===== config.mk =====
export PLATFORM = sky130hd
export DESIGN_NAME = edge_to_signed_pulse_merger_core
export DESIGN_NICKNAME = d
export VERILOG_FILES = /design/src/hw/rtl/etspm_pkg.sv /design/src/hw/rtl/etspm_front.sv /design/src/hw/rtl/etspm_cmd_fifo.sv /design/src/hw/rtl/etspm_back.sv /design/src/hw/rtl/edge_to_signed_pulse_merger_core.sv
export SDC_FILE = /design/constraint.sdc
export NUM_CORES = 1
export LEC_CHECK = 0
export BUFFER_PORTS_ARGS = -buffer_cell sky130_fd_sc_hd__buf_2
export CAP_MARGIN = 20
export CORE_ASPECT_RATIO = 0.5
export CORE_MARGIN = 10
export CORE_UTILIZATION = 60
export CTS_BUF_LIST = sky130_fd_sc_hd__clkbuf_8
export DETAILED_ROUTE_END_ITERATION = 8
export HOLD_SLACK_MARGIN = 0.08
export PLACE_DENSITY_LB_ADDON = 0.08
export SLEW_MARGIN = 20
export SYNTH_ARGS = -nofsm -noshare
export SYNTH_HDL_FRONTEND = slang
export SYNTH_SLANG_ARGS = --single-unit

===== constraint.sdc =====
create_clock -name clock -period 15.3 [get_ports clock]
set_clock_uncertainty 0.15 [all_clocks]
set_input_delay 1.53 -clock clock [delete_from_list [all_inputs] [get_ports clock]]
set_output_delay 1.53 -clock clock [all_outputs]
set_load 0.005 [all_outputs]

===== src/hw/rtl/etspm_pkg.sv =====
`default_nettype none
package etspm_pkg;

   // most merged pulses in one capture
   localparam int unsigned MAX_PULSES = 511;
   localparam int unsigned CNT_W      = $clog2(MAX_PULSES + 1);

   // edge to pulse queue depth
   localparam int unsigned CMD_DEPTH  = 4;
   localparam int unsigned CMD_PTR_W  = $clog2(CMD_DEPTH);

   // result queue depth, room for two words per edge
   localparam int unsigned RES_DEPTH  = 4;
   localparam int unsigned RES_PTR_W  = $clog2(RES_DEPTH);

   localparam logic [30:0] DUR_MAX    = 31'h7FFF_FFFF;

   typedef struct packed {
      logic [31:0] edge_time_us;
      logic        edge_level;
      logic        capture_end;
   } req_word_type;

   typedef struct packed {
      logic signed [31:0] signed_duration;
      logic               final_of_capture;
      logic               empty_capture;
   } rsp_word_type;

   // classified edge handed from front to back
   typedef struct packed {
      logic        has_gap;
      logic        gap_level;
      logic [30:0] gap;
      logic        last;
   } cmd_word_type;

   // clamp a 32 bit magnitude to the 31 bit duration range
   function automatic logic [30:0] sat31(input logic [31:0] v);
      sat31 = v[31] ? DUR_MAX : v[30:0];
   endfunction

endpackage
`default_nettype wire


===== src/hw/rtl/etspm_front.sv =====
`default_nettype none
module etspm_front (
   input  wire logic                    clock,
   input  wire logic                    reset,
   input  wire logic                    take,
   input  wire etspm_pkg::req_word_type word,
   output      etspm_pkg::cmd_word_type cmd
);
   import etspm_pkg::*;

   logic        have_prior_ff, have_prior_in;
   logic [31:0] prior_time_ff, prior_time_in;
   logic        prior_level_ff, prior_level_in;
   logic [31:0] diff;

   always_comb begin
      diff          = word.edge_time_us - prior_time_ff;
      cmd.has_gap   = have_prior_ff;
      cmd.gap_level = prior_level_ff;
      cmd.gap       = sat31(diff);
      cmd.last      = word.capture_end;
   end

   always_comb begin
      have_prior_in  = have_prior_ff;
      prior_time_in  = prior_time_ff;
      prior_level_in = prior_level_ff;
      if (take) begin
         have_prior_in  = !word.capture_end;
         prior_time_in  = word.edge_time_us;
         prior_level_in = word.edge_level;
      end
   end

   always_ff @(posedge clock) begin
      if (reset) begin
         have_prior_ff <= 1'b0;
      end else begin
         have_prior_ff <= have_prior_in;
      end
      prior_time_ff  <= prior_time_in;
      prior_level_ff <= prior_level_in;
   end

endmodule
`default_nettype wire


===== src/hw/rtl/etspm_cmd_fifo.sv =====
`default_nettype none
module etspm_cmd_fifo (
   input  wire logic                    clock,
   input  wire logic                    reset,
   input  wire logic                    push,
   input  wire etspm_pkg::cmd_word_type push_word,
   output      logic                    full,
   input  wire logic                    pop,
   output      etspm_pkg::cmd_word_type pop_word,
   output      logic                    empty
);
   import etspm_pkg::*;

   cmd_word_type             mem_ff [CMD_DEPTH];
   logic [CMD_PTR_W-1:0]     wr_ff, wr_in, rd_ff, rd_in;
   logic [CMD_PTR_W:0]       cnt_ff, cnt_in;
   logic                     do_push, do_pop;

   always_comb begin
      full     = (cnt_ff == (CMD_PTR_W+1)'(CMD_DEPTH));
      empty    = (cnt_ff == '0);
      do_push  = push && !full;
      do_pop   = pop && !empty;
      pop_word = mem_ff[rd_ff];
      wr_in    = do_push ? wr_ff + 1'b1 : wr_ff;
      rd_in    = do_pop ? rd_ff + 1'b1 : rd_ff;
      cnt_in   = cnt_ff + (CMD_PTR_W+1)'(do_push) - (CMD_PTR_W+1)'(do_pop);
   end

   always_ff @(posedge clock) begin
      if (reset) begin
         wr_ff  <= '0;
         rd_ff  <= '0;
         cnt_ff <= '0;
      end else begin
         wr_ff  <= wr_in;
         rd_ff  <= rd_in;
         cnt_ff <= cnt_in;
      end
      if (do_push) begin
         mem_ff[wr_ff] <= push_word;
      end
   end

endmodule
`default_nettype wire


===== src/hw/rtl/etspm_back.sv =====
`default_nettype none
module etspm_back (
   input  wire logic                    clock,
   input  wire logic                    reset,
   input  wire etspm_pkg::cmd_word_type cmd,
   input  wire logic                    cmd_empty,
   output      logic                    cmd_pop,
   output      logic                    rsp_empty,
   input  wire logic                    rsp_pop,
   output      etspm_pkg::rsp_word_type rsp_word
);
   import etspm_pkg::*;

   // pulse being merged
   logic             open_ff, open_in;
   logic [30:0]      len_ff, len_in;
   logic             lvl_ff, lvl_in;
   logic [CNT_W-1:0] cnt_ff, cnt_in;
   logic             stop_ff, stop_in;
   logic             emitted_ff, emitted_in;

   // result queue
   rsp_word_type         res_ff [RES_DEPTH];
   logic [RES_PTR_W-1:0] wr_ff, wr_in, rd_ff, rd_in;
   logic [RES_PTR_W:0]   fill_ff, fill_in;

   logic             act, merge, close_a, close_b, emit_a, emit_b, fin_a, marker;
   logic             stop1, emitted1, open1, lvl1;
   logic [30:0]      len1;
   logic [CNT_W:0]   cnt_a, cnt_b;
   logic [CNT_W-1:0] cnt1;
   logic             do_pop;
   logic             v0, v1;
   rsp_word_type     r0, r1, word_a, word_b, word_m;

   always_comb begin
      rsp_empty = (fill_ff == '0);
      rsp_word  = res_ff[rd_ff];
      do_pop    = rsp_pop && !rsp_empty;
      // need room for two words
      cmd_pop   = !cmd_empty && (fill_ff <= (RES_PTR_W+1)'(RES_DEPTH - 2));
      act       = cmd_pop;

      merge   = !stop_ff && cmd.has_gap;
      close_a = merge && open_ff && (cmd.gap_level != lvl_ff);
      cnt_a   = {1'b0, cnt_ff} + 1'b1;
      fin_a   = (cnt_a >= (CNT_W+1)'(MAX_PULSES));
      emit_a  = close_a && !(cnt_a == (CNT_W+1)'(1) && !lvl_ff);
      word_a.signed_duration  = lvl_ff ? {1'b0, len_ff} : 32'd0 - {1'b0, len_ff};
      word_a.final_of_capture = fin_a;
      word_a.empty_capture    = 1'b0;

      stop1    = stop_ff || (close_a && fin_a);
      emitted1 = emitted_ff || emit_a;
      cnt1     = close_a ? cnt_a[CNT_W-1:0] : cnt_ff;
      open1    = open_ff || merge;
      len1     = len_ff;
      lvl1     = lvl_ff;
      if (merge) begin
         if (open_ff && (cmd.gap_level == lvl_ff)) begin
            len1 = sat31({1'b0, len_ff} + {1'b0, cmd.gap});
         end else begin
            len1 = cmd.gap;
            lvl1 = cmd.gap_level;
         end
      end

      // flush on the last edge
      close_b = cmd.last && !stop1 && open1;
      cnt_b   = {1'b0, cnt1} + 1'b1;
      emit_b  = close_b && !(cnt_b == (CNT_W+1)'(1) && !lvl1);
      word_b.signed_duration  = lvl1 ? {1'b0, len1} : 32'd0 - {1'b0, len1};
      word_b.final_of_capture = 1'b1;
      word_b.empty_capture    = 1'b0;

      marker = cmd.last && !emitted1 && !emit_b;
      word_m.signed_duration  = '0;
      word_m.final_of_capture = 1'b1;
      word_m.empty_capture    = 1'b1;

      // a marker never follows an emitted pulse, so two words means a then b
      v0 = act && (emit_a || emit_b || marker);
      v1 = act && emit_a && emit_b;
      r0 = emit_a ? word_a : (emit_b ? word_b : word_m);
      r1 = word_b;

      open_in    = open_ff;
      len_in     = len_ff;
      lvl_in     = lvl_ff;
      cnt_in     = cnt_ff;
      stop_in    = stop_ff;
      emitted_in = emitted_ff;
      if (act) begin
         if (cmd.last) begin
            open_in    = 1'b0;
            len_in     = '0;
            lvl_in     = 1'b0;
            cnt_in     = '0;
            stop_in    = 1'b0;
            emitted_in = 1'b0;
         end else begin
            open_in    = open1;
            len_in     = len1;
            lvl_in     = lvl1;
            cnt_in     = cnt1;
            stop_in    = stop1;
            emitted_in = emitted1;
         end
      end

      wr_in   = wr_ff + RES_PTR_W'(v0) + RES_PTR_W'(v1);
      rd_in   = do_pop ? rd_ff + 1'b1 : rd_ff;
      fill_in = fill_ff + (RES_PTR_W+1)'(v0) + (RES_PTR_W+1)'(v1)
                - (RES_PTR_W+1)'(do_pop);
   end

   always_ff @(posedge clock) begin
      if (reset) begin
         open_ff    <= 1'b0;
         len_ff     <= '0;
         lvl_ff     <= 1'b0;
         cnt_ff     <= '0;
         stop_ff    <= 1'b0;
         emitted_ff <= 1'b0;
         wr_ff      <= '0;
         rd_ff      <= '0;
         fill_ff    <= '0;
      end else begin
         open_ff    <= open_in;
         len_ff     <= len_in;
         lvl_ff     <= lvl_in;
         cnt_ff     <= cnt_in;
         stop_ff    <= stop_in;
         emitted_ff <= emitted_in;
         wr_ff      <= wr_in;
         rd_ff      <= rd_in;
         fill_ff    <= fill_in;
      end
      if (v0) begin
         res_ff[wr_ff] <= r0;
      end
      if (v1) begin
         res_ff[wr_ff + 1'b1] <= r1;
      end
   end

endmodule
`default_nettype wire


===== src/hw/rtl/edge_to_signed_pulse_merger_core.sv =====
`default_nettype none
// channel   direction  handshake            word
// req       in         req_push / req_full   req_word  (edge time, level, capture end)
// rsp       out        rsp_pop / rsp_empty   rsp_word  (signed duration, final, empty)
//
// one edge can be taken every cycle while req_full is low; the front registers
// the previous edge and queues a classified gap, the back merges it and writes up
// to two words into a four-deep result queue; a word passes from its taken edge
// through the gap queue and the result queue, then sits on the result ports
// the back pauses on an empty gap queue or fewer than two free result places
// reset is synchronous and clears both queues and the merge state at once
module edge_to_signed_pulse_merger_core (
   input  wire logic                    clock,
   input  wire logic                    reset,
   input  wire logic                    req_push,
   output      logic                    req_full,
   input  wire etspm_pkg::req_word_type req_word,
   output      logic                    rsp_empty,
   input  wire logic                    rsp_pop,
   output      etspm_pkg::rsp_word_type rsp_word
);
   import etspm_pkg::*;

   cmd_word_type front_cmd;   // gap classified at the front
   cmd_word_type back_cmd;    // oldest queued gap
   logic         take;
   logic         cmd_empty;
   logic         cmd_pop;

   // edge accepted when the gap queue has room
   assign take = req_push && !req_full;

   etspm_front u_front (
      .clock (clock),
      .reset (reset),
      .take  (take),
      .word  (req_word),
      .cmd   (front_cmd)
   );

   // short queue so front and back stall on their own
   etspm_cmd_fifo u_cmd_fifo (
      .clock     (clock),
      .reset     (reset),
      .push      (req_push),
      .push_word (front_cmd),
      .full      (req_full),
      .pop       (cmd_pop),
      .pop_word  (back_cmd),
      .empty     (cmd_empty)
   );

   // pulse merging, flushing and result queue
   etspm_back u_back (
      .clock     (clock),
      .reset     (reset),
      .cmd       (back_cmd),
      .cmd_empty (cmd_empty),
      .cmd_pop   (cmd_pop),
      .rsp_empty (rsp_empty),
      .rsp_pop   (rsp_pop),
      .rsp_word  (rsp_word)
   );

endmodule
`default_nettype wire

[Word level (Yosys, flattened, before mapping)]
Memories as Yosys holds them, arrays and structs flattened. A register that Yosys moved wholly into a read port is not among the register bits.
Cells that the tools add are included.
Word-level totals
  flip-flop bits (word level): 92
  bits in writable memories: 272
  bits of input ports: 38
  output and inout bits: 36
  logic and storage cells: 107
  memories: 2
Memories
  u_back.res_ff: depth 4, width 34, rd ports 1, clocked after memory_dff 1, write ports 2, RTL line etspm_back.sv:23  | rsp_word_type res_ff [RES_DEPTH];
  u_cmd_fifo.mem_ff: depth 4, width 34, rd ports 1, clocked after memory_dff 1, write ports 1, RTL line etspm_cmd_fifo.sv:14  | cmd_word_type mem_ff [CMD_DEPTH];
Operators by class
  add/sub/neg operators: 17
  magnitude comparators: 2
  equal/unequal tests: 5
  mux-type cells: 27
  reductions and logical operators: 39
Operator list (number)
  $mux W31: 5
  $mux W34: 2
  $mux W32: 2
  $sub A1 B31 Y32 const A: 2
  $add A31 B31 Y32: 1
  $sub A32 B32 Y32: 1
  $add A9 B1 Y10 const B: 2
  $eq A10 B1 Y1 const B: 2
  $logic_and A1 B1 Y1: 20
  $mux W9: 2
  $logic_not A1 Y1: 12
  $mux W1: 12
  $ge A10 B9 Y1 const B: 1
  $add A3 B1 Y3: 3
  $add A2 B1 Y2 const B: 4
  $mux W2: 4
  $logic_not A3 Y1: 2
  $sub A3 B1 Y3: 2
  $logic_or A1 B1 Y1: 5
  $add A2 B1 Y2: 2
  $eq A3 B3 Y1 const B: 1
  $le A3 B2 Y1 const B: 1
  $eq A1 B1 Y1: 1
  $ne A1 B1 Y1: 1

[Longest topological paths before layout]
Gate-level depths: netlist of the first run.
  depth in word-level cells: 17
  mapped depth: 21

[Hierarchy]
A second synthesis of the first run with hierarchy kept.
Second synthesis, totals
  cells, all modules: 1924
  area total of the unflattened synthesis: 21368.0 um^2
Modules (own cells, without submodules)
  etspm_back: times used 1, cells each 1354, area an instance 12893.6 um^2
  etspm_cmd_fifo: times used 1, cells each 229, area an instance 5436.5 um^2
  etspm_front: times used 1, cells each 340, area an instance 3024.2 um^2
  edge_to_signed_pulse_merger_core: times used 1, cells each 1, area an instance 13.8 um^2

[Worst setup path after synthesis of the first run]
OpenSTA, ideal clock, no wires.
  kind: flip-flop to flip-flop
  start point: register with a tool-made name
  end point: memory u_back.res_ff[1][33] (netlist name), data pin
  library setup time: 0.271 ns
  arrival time: 5.636 ns
  required time: 14.879 ns
  setup slack: 9.243 ns
  stages on the path, launching flop included: 22
  buffers on the path: 7
  path through: dfxtp_1 -> clkbuf_1 -> clkbuf_1 -> clkbuf_1 -> clkbuf_1 -> mux4_2 -> ha_1 -> clkbuf_1 -> a21o_1 -> a21o_1 -> a221oi_1 -> nand4_4 -> or2_1 -> buf_6 -> o31a_1 -> nor4_2 -> nand4_1 -> or4_1 -> buf_6 -> o31ai_4 -> o32a_2 -> o22ai_1
RTL lines (RTL line)
  end, declared: etspm_back.sv:23

==> results of run 1 <==
-- critical path, cell delays in order, from the launching register on --
cell	delay (ns)
dfxtp_2	0.31
buf_4	0.53
mux4_2	0.63
ha_1	0.39
and3_1	0.23
and3_1	0.20
a221oi_1	0.66
a21oi_2	0.28
o31ai_2	0.62
ha_1	0.29
nand3_1	0.17
nor4_1	0.56
and4_1	0.48
nand3_2	0.18
o31ai_4	0.30
xor2_2	0.23
o22ai_1	0.12
-- final cells by class --
cell class / instances / area [µm²] / area share (%)
multi-input combinational: 1314 / 9580 / 42.9
tap: 441 / 552 / 2.47
inverter: 69 / 259 / 1.16
clock buffer: 55 / 757 / 3.39
clock inverter: 44 / 298 / 1.33
timing repair buffer: 98 / 553 / 2.48
sequential: 368 / 10300 / 46.3
-- metal layers --
layer	vias up	GRT usage [%]
met5	-	0
met4	0	5.99
met3	81	5.82
met2	862	37.2
met1	7677	38.8
li1	7158	-
-- worst max-delay path by stage --
stage	from	endpoint	slack, ns	cells after the start
after detailed placement	flip-flop	u_back.res_ff[0][30]	8.68	16
after global placement	flip-flop	u_back.res_ff[0][30]	8.89	16
after global routing	flip-flop	u_back.res_ff[3][32]	8.07	16
after CTS	flip-flop	u_back.res_ff[3][32]	8.66	16
final	flip-flop	u_back.res_ff[0][30]	8.66	16
after floorplan	flip-flop	u_back.res_ff[1][33]	9.24	21
-- sequential cells by signal, summed over array words and instances (netlist names), 2 cells and up, named ones only --
register,cells
u_cmd_fifo.mem_ff,136
u_front.prior_time_ff,32
u_back.rd_ff,2
u_back.fill_ff,3
u_back.res_ff,136
u_back.cnt_ff,9
u_cmd_fifo.cnt_ff,3
u_cmd_fifo.wr_ff,2
u_back.len_ff,31
u_cmd_fifo.rd_ff,2
u_back.wr_ff,2
-- layout by cell type (no fill, tap or decap), types with 14 or more instances in the layout --
cell	instances
buf_4	25
buf_2	73
a22oi_1	20
o22ai_1	124
nor2_1	194
a21oi_1	120
nor3_1	32
ha_1	75
nand2b_1	16
nand4_1	16
a211oi_1	21
inv_1	82
or3_1	14
xnor2_1	58
clkbuf_8	55
dfxtp_1	69
nand2_1	133
xor2_1	55
o21ai_0	71
edfxtp_1	297
mux4_2	67
a21o_1	38
nand3_1	33
-- cells by family after synthesis --
family                   Yosys count
AND/OR/NAND/NOR                  527
multiplexers                      76
AO/OA/AOI/OAI                    513
buffers and inverters            175
adder cells (fa/ha/maj)           81
flip-flops                       368
XOR/XNOR                         117
-- power breakdown --
part           total (mW)  leakage [nW]  switching [mW]  internal, mW
logic                2.59          4.15            1.70         0.897
registers            1.41          3.16           0.108          1.30
clock network       0.787         0.591           0.383         0.404
total                4.78          7.90            2.19          2.60
==> impl_results.md, run 1 <==
* Post-DP HPWL at 38.9 mm
* Register area share after synthesis at 50.3%
* Clk pin slew, worst setup/hold paths at 0.07 ns
* Fmax at 0.151 GHz
* Row cnt at 47
* Top-area cell type share of the netlist area at between 40% and 50%
* Crit-path max FO at 34
* Area growth syn-to-layout at 8.70%
* Placed cells at 2290
* Placed Area at 21300 µm²
* Total core area at 33400 µm²
* Setup CP Type: reg2reg
* Number of buffers added on ports at 73
* H-tree depth at 2
* Most frequent cell after synthesis: edfxtp_1
* Rel. slew slack at 22.8%
* CTS Root Cell: clkbuf_8
* PnR worst setup slack at ~8.7 ns
* Num CTS Buffers at 53
* Die Span X at 282 µm
* Count of pins over their slew limit at 0
* First-pass GRT wire length at 85.4 mm
* CTS resizes at 0
* Initial antenna violation count at 0
* Drt via density at roughly 6.6
* Top Metal Used: met4
* Post-CTS repair timing setup buffer count at 0
* Worst slack, placed at 8.68 ns
* CP Capture Type: flip-flop
* Post-synth cell types at a little over 80
* Remaining global-route overflow at 0
* Yosys top cell by area: edfxtp_1
* Largest family of logic cells by synthesized area: compound AO/OA/AOI/OAI gates
* Avg Inst Size Synth at 11.1 µm²
* Residual DRC count at 0
* CP startpoint kind: flip-flop
* Final core utilization at between 60% and 70%
* Peak VDD IR at around 0.11 mV
* Synth cell count leaders: edfxtp_1, nor2_1, nand2_1, o22ai_1, a21oi_1
* Hold Vio Cnt, Final at 0
* Asr flop ratio synth at 0%
* Met2 wire len at 23.2 mm
* Hold wc startpoint: u_back.res_ff[0][0]
* Drt wl/cell at 23.2 µm
* Largest net degree at the start of global routing at 43
* Reg2reg path depth at 16
* Syn Std Cell Area at 20500 µm²
* Diode count at 0
* Synth Area in XOR/XNOR at just over 5%
* Minimum clock period at 6.64 ns
* RSZ-0062 raised after global routing: false
* Clock buffer depth at 3
* Slew of the pin with the lowest slew margin at ~1.2 ns
* Status: finished clean
* Post-synthesis adder-cell area fraction at between 5 and 6%
* Synth Area in Compound Gates at 16.2%
* #FFs+latches synth at 368
* Skew-Pair Late Insertion Delay at about 0.62 ns
* WL final at 55.4 mm
* Global-route usage over all layers at 25.7%
* Worst hold-check path type: reg2reg
* Reg2reg end: u_back.res_ff[0][30]
* Post-Syn Instances at about 1900
* Top cells by area, synth: edfxtp_1, mux4_2, dfxtp_1, ha_1, o22ai_1
* CTS tree: done
* Net count after synthesis at 1976
* Initial Util at approximately three fifths
* I/O pin count at between 70 and 80
* Min-Delay Endpoint: u_back.res_ff[0][0]
* WHS Path Cells at 2
* Hold Slack at 0.312 ns
* Vias post-DR at 15800
* Primary FF master, synth: edfxtp_1
* Met3 wire len at 6.18 mm
* Setup violations, final at 0
* Simple-Gate Fraction of Synth Area at 11.9%
* Yosys warning total at 0
* Data required time at the worst endpoint at 15.46 ns
* Post-route ant nets at 0
* Routed met1 length at 25.1 mm
* Post-synthesis mux area share at 7.87%
* Die Area at ~42000 µm²
* Share of cells above drive strength 1 at 14.2%
* Post-route cell area at 22300 µm²
* Hold-fix buffers at CTS at 0
* CTS sink cnt at 368
* Fin nets at 2023
* Number of global-route vias before repair at 14900
* P_leak at 7.90 nW
* First-pass DRT Iterations at 5
* Fin cells at 2389
* Setup TNS at 0 ns
* GPL Wtd Cong at ~0.93
* DIE HEIGHT at roughly 150 µm
* Max-capacitance violation count at 0
* Pwr Total at 4.78 mW
* Initial detailed-routing violation count at 2070
* Tcrit/Tclk final at 43.4%
* Worst reg-to-reg setup slack at roughly 8.7 ns
* PwrDens at approximately 210 nW/µm²
* Critical path data arrival time at between 6 and 7 ns
* Fill count at 2441
* Post-synth EDFFs at 297
No activity file was read; power rests on OpenSTA's default activity.
==> run 2: changes to the inputs <==
--- a/config.mk
+++ b/config.mk
@@ -5,6 +5,7 @@
 export SDC_FILE = /design/constraint.sdc
 export NUM_CORES = 1
 export LEC_CHECK = 0
+export ABC_AREA = 1
 export BUFFER_PORTS_ARGS = -buffer_cell sky130_fd_sc_hd__buf_2
 export CAP_MARGIN = 20
 export CORE_ASPECT_RATIO = 0.5
==> constraint.sdc (replaced) <==
create_clock -name clock -period 6.2 [get_ports clock]
set_clock_uncertainty 0.15 [all_clocks]
set_input_delay 0.62 -clock clock [delete_from_list [all_inputs] [get_ports clock]]
set_output_delay 0.62 -clock clock [all_outputs]
set_load 0.005 [all_outputs]
==> impl_results.md, run 2 <==
* Status: finished clean
* Clk pin slew, worst setup/hold paths at 0.06 ns (about the same)
* Post-Syn Instances at 3051 (+64%)
* Top-area cell type share of the netlist area at 38.4% (-5.0 points)
* Drt wl/cell at 17.4 µm (-25%)
* Max-capacitance violation count at 0 (unchanged)
* Row cnt at 50 (+6.4%)
* RSZ-0062 raised after global routing: false
* Post-synth EDFFs at 297 (unchanged)
* PwrDens at 535 nW/µm² (+150%)
* Post-synth cell types at 57 (-30%)
* Asr flop ratio synth at 0% (unchanged)
* Number of buffers added on ports at 73 (unchanged)
* Hold wc startpoint: req_word[0]
* H-tree depth at 2 (unchanged)
* CP Capture Type: flip-flop
* First-pass GRT wire length at 102 mm (+19%)
* Initial detailed-routing violation count at 2195 (+6.0%)
* Post-DP HPWL at 44.7 mm (+15%)
* Remaining global-route overflow at 0 (unchanged)
* Global-route usage over all layers at 26.3% (+0.51 points)
* Top cells by area, synth: edfxtp_1, nand2_1, dfxtp_1, inv_1, nor2_1
* Initial antenna violation count at 0 (unchanged)
* Initial Util at 61.5% (about the same)
* Area growth syn-to-layout at 8.66% (about the same)
* Die Span X at 298 µm (+5.9%)
* Hold Slack at 0.112 ns (-0.200 ns)
* Most frequent cells in the layout: nand2_1, inv_1, edfxtp_1
* Setup violations, final at 0 (unchanged)
* Worst hold-check path type: in2reg
* P_leak at 11.2 nW (+42%)
* Crit-path max FO at 41 (+21%)
* Largest net degree at the start of global routing at 86 (+100%)
* Post-route ant nets at 0 (unchanged)
* Skew-Pair Late Insertion Delay at 0.62 ns (about the same)
* Synth cell count leaders: nand2_1, inv_1, edfxtp_1, nor2_1, a21oi_1
* Rel. slew slack at 38.1% (+15 points)
* Final core utilization at 66.8% (-0.077 points)
* PnR worst setup slack at 0.894 ns (-7.76 ns)
* Clock buffer depth at 3 (unchanged)
* CTS sink cnt at 368 (unchanged)
* Minimum clock period at 5.31 ns (-1.34 ns)
* Vias post-DR at 20600 (+30%)
* CP startpoint kind: flip-flop
* Slew of the pin with the lowest slew margin at 0.922 ns (-0.233 ns)
* CTS tree: done
* Critical path data arrival time at 5.65 ns (-1.15 ns)
* Avg Inst Size Synth at 7.61 µm² (-31%)
* Net count after synthesis at 3170 (+60%)
* Post-CTS repair timing setup buffer count at 0 (unchanged)
* Register area share after synthesis at 44.5% (-5.8 points)
* Worst slack, placed at 1.02 ns (-7.66 ns)
* Setup TNS at 0 ns (unchanged)
* Peak VDD IR at 0.289 mV (+160%)
* Data required time at the worst endpoint at 6.55 ns (-8.91 ns)
* First-pass DRT Iterations at 6 (+1)
* Setup CP Type: reg2reg
* Count of pins over their slew limit at 0 (unchanged)
* WL final at 64.4 mm (+16%)
* Drt via density at 5.57 (-16%)
* Num CTS Buffers at 53 (unchanged)
* Share of cells above drive strength 1 at 8.50% (-5.7 points)
* Diode count at 0 (unchanged)
* Die Area at 47500 µm² (+12%)
* Post-route cell area at 25200 µm² (+13%)
* Total core area at 37800 µm² (+13%)
* Most frequent cell after synthesis: nand2_1
* Yosys warning total at 0 (unchanged)
* Fmax at 0.188 GHz (+25%)
* DIE HEIGHT at 159 µm (+5.5%)
* Top flop regs: u_back.res_ff x136, u_cmd_fifo.mem_ff x136, u_front.prior_time_ff x32
* Tcrit/Tclk final at 85.6% (+42 points)
* Residual DRC count at 0 (unchanged)
* #FFs+latches synth at 368 (unchanged)
* CTS Root Cell: clkbuf_8
* Primary FF master, synth: edfxtp_1
* Commonest non-fill, non-tap cell in the layout: nand2_1
* Syn Std Cell Area at 23200 µm² (+13%)
* Placed Area at 23900 µm² (+12%)
* Fin nets at 3250 (+61%)
* Yosys top cell by area: edfxtp_1
* Number of global-route vias before repair at 18900 (+26%)
* I/O pin count at 74 (unchanged)
* Hold Vio Cnt, Final at 0 (unchanged)
* GPL Wtd Cong at 0.974 (+4.5%)
-- run 2: routing by layer --
layer / GRT usage (%) / vias up / part of all wire (%)
li1: - / 10200 / -
met1: 39.7 / 9334 / 47
met2: 38.5 / 966 / 41
met3: 4.61 / 103 / 10
met4: 5.62 / 0 / 1.7
met5: 0 / - / 0
-- run 2: per-stage QoR --
step           cells  power, mW
2_1_floorplan   3051       9.16
3_3_place_gp    3562       11.3
3_5_place_dp    3563       11.5
4_1_cts         3695       13.3
5_1_grt         3695       14.5
6_report        3695       13.5
-- run 2: power breakdown --
part	internal (mW)	switching, mW
sequential	3.26	0.243
combinational	2.31	5.86
clock	0.886	0.951
-- run 2: final timing paths --
check | to | slack [ns] | depth (start not counted)
worst max register to register | u_back.res_ff[1][14] | 0.89 | 24
worst min register to register | flip-flop | 0.30 | 2
worst min-delay path | u_cmd_fifo.mem_ff[3][0] | 0.11 | 1
worst max-delay path | u_back.res_ff[1][14] | 0.89 | 24
-- run 2: layout make-up --
class,instances,area (µm²)
Fill cell,3321,12500
Multi-Input combinational cell,2206,10900
Tap cell,520,651
Sequential cell,368,10300
Inverter,368,1380
Clock buffer,60,826
Timing Repair Buffer,134,926
Clock inverter,39,164
-- run 2: cell families (layout without fill, tap and decap cells) --
family                   after synthesis  count (layout)  share of synthesized area, %
XOR/XNOR                              65              65                          2.52
flip-flops                           368             368                          44.5
buffers and inverters                477             601                          8.55
AO/OA/AOI/OAI                        478             478                          11.5
adder cells (fa/ha/maj)               81              81                          4.56
AND/OR/NAND/NOR                     1582            1582                          28.3
-- run 2: critical path, cell delays in order (launching register included) --
cell,delay [ns]
dfxtp_2,0.32
inv_2,0.52
buf_4,0.30
o21ai_0,0.10
o22ai_1,0.34
ha_1,0.34
nand2_1,0.19
a21oi_1,0.06
nor2_1,0.14
nand2_1,0.11
inv_1,0.06
nand2_1,0.12
nor2_8,0.26
nand3b_1,0.13
a21oi_2,0.30
ha_1,0.28
nand2_1,0.07
nor2_1,0.18
nand2_1,0.17
o21ai_1,0.18
or2_2,0.13
nand2_1,0.11
o21ai_1,0.45
nand2_1,0.11
nand2_1,0.08
-- run 2: what timing repair did --
item / in CTS / in global routing
hold buffers: 33 / 0
gates resized for setup: 0 / 0
endpoints found under the hold margin: 33 / 0
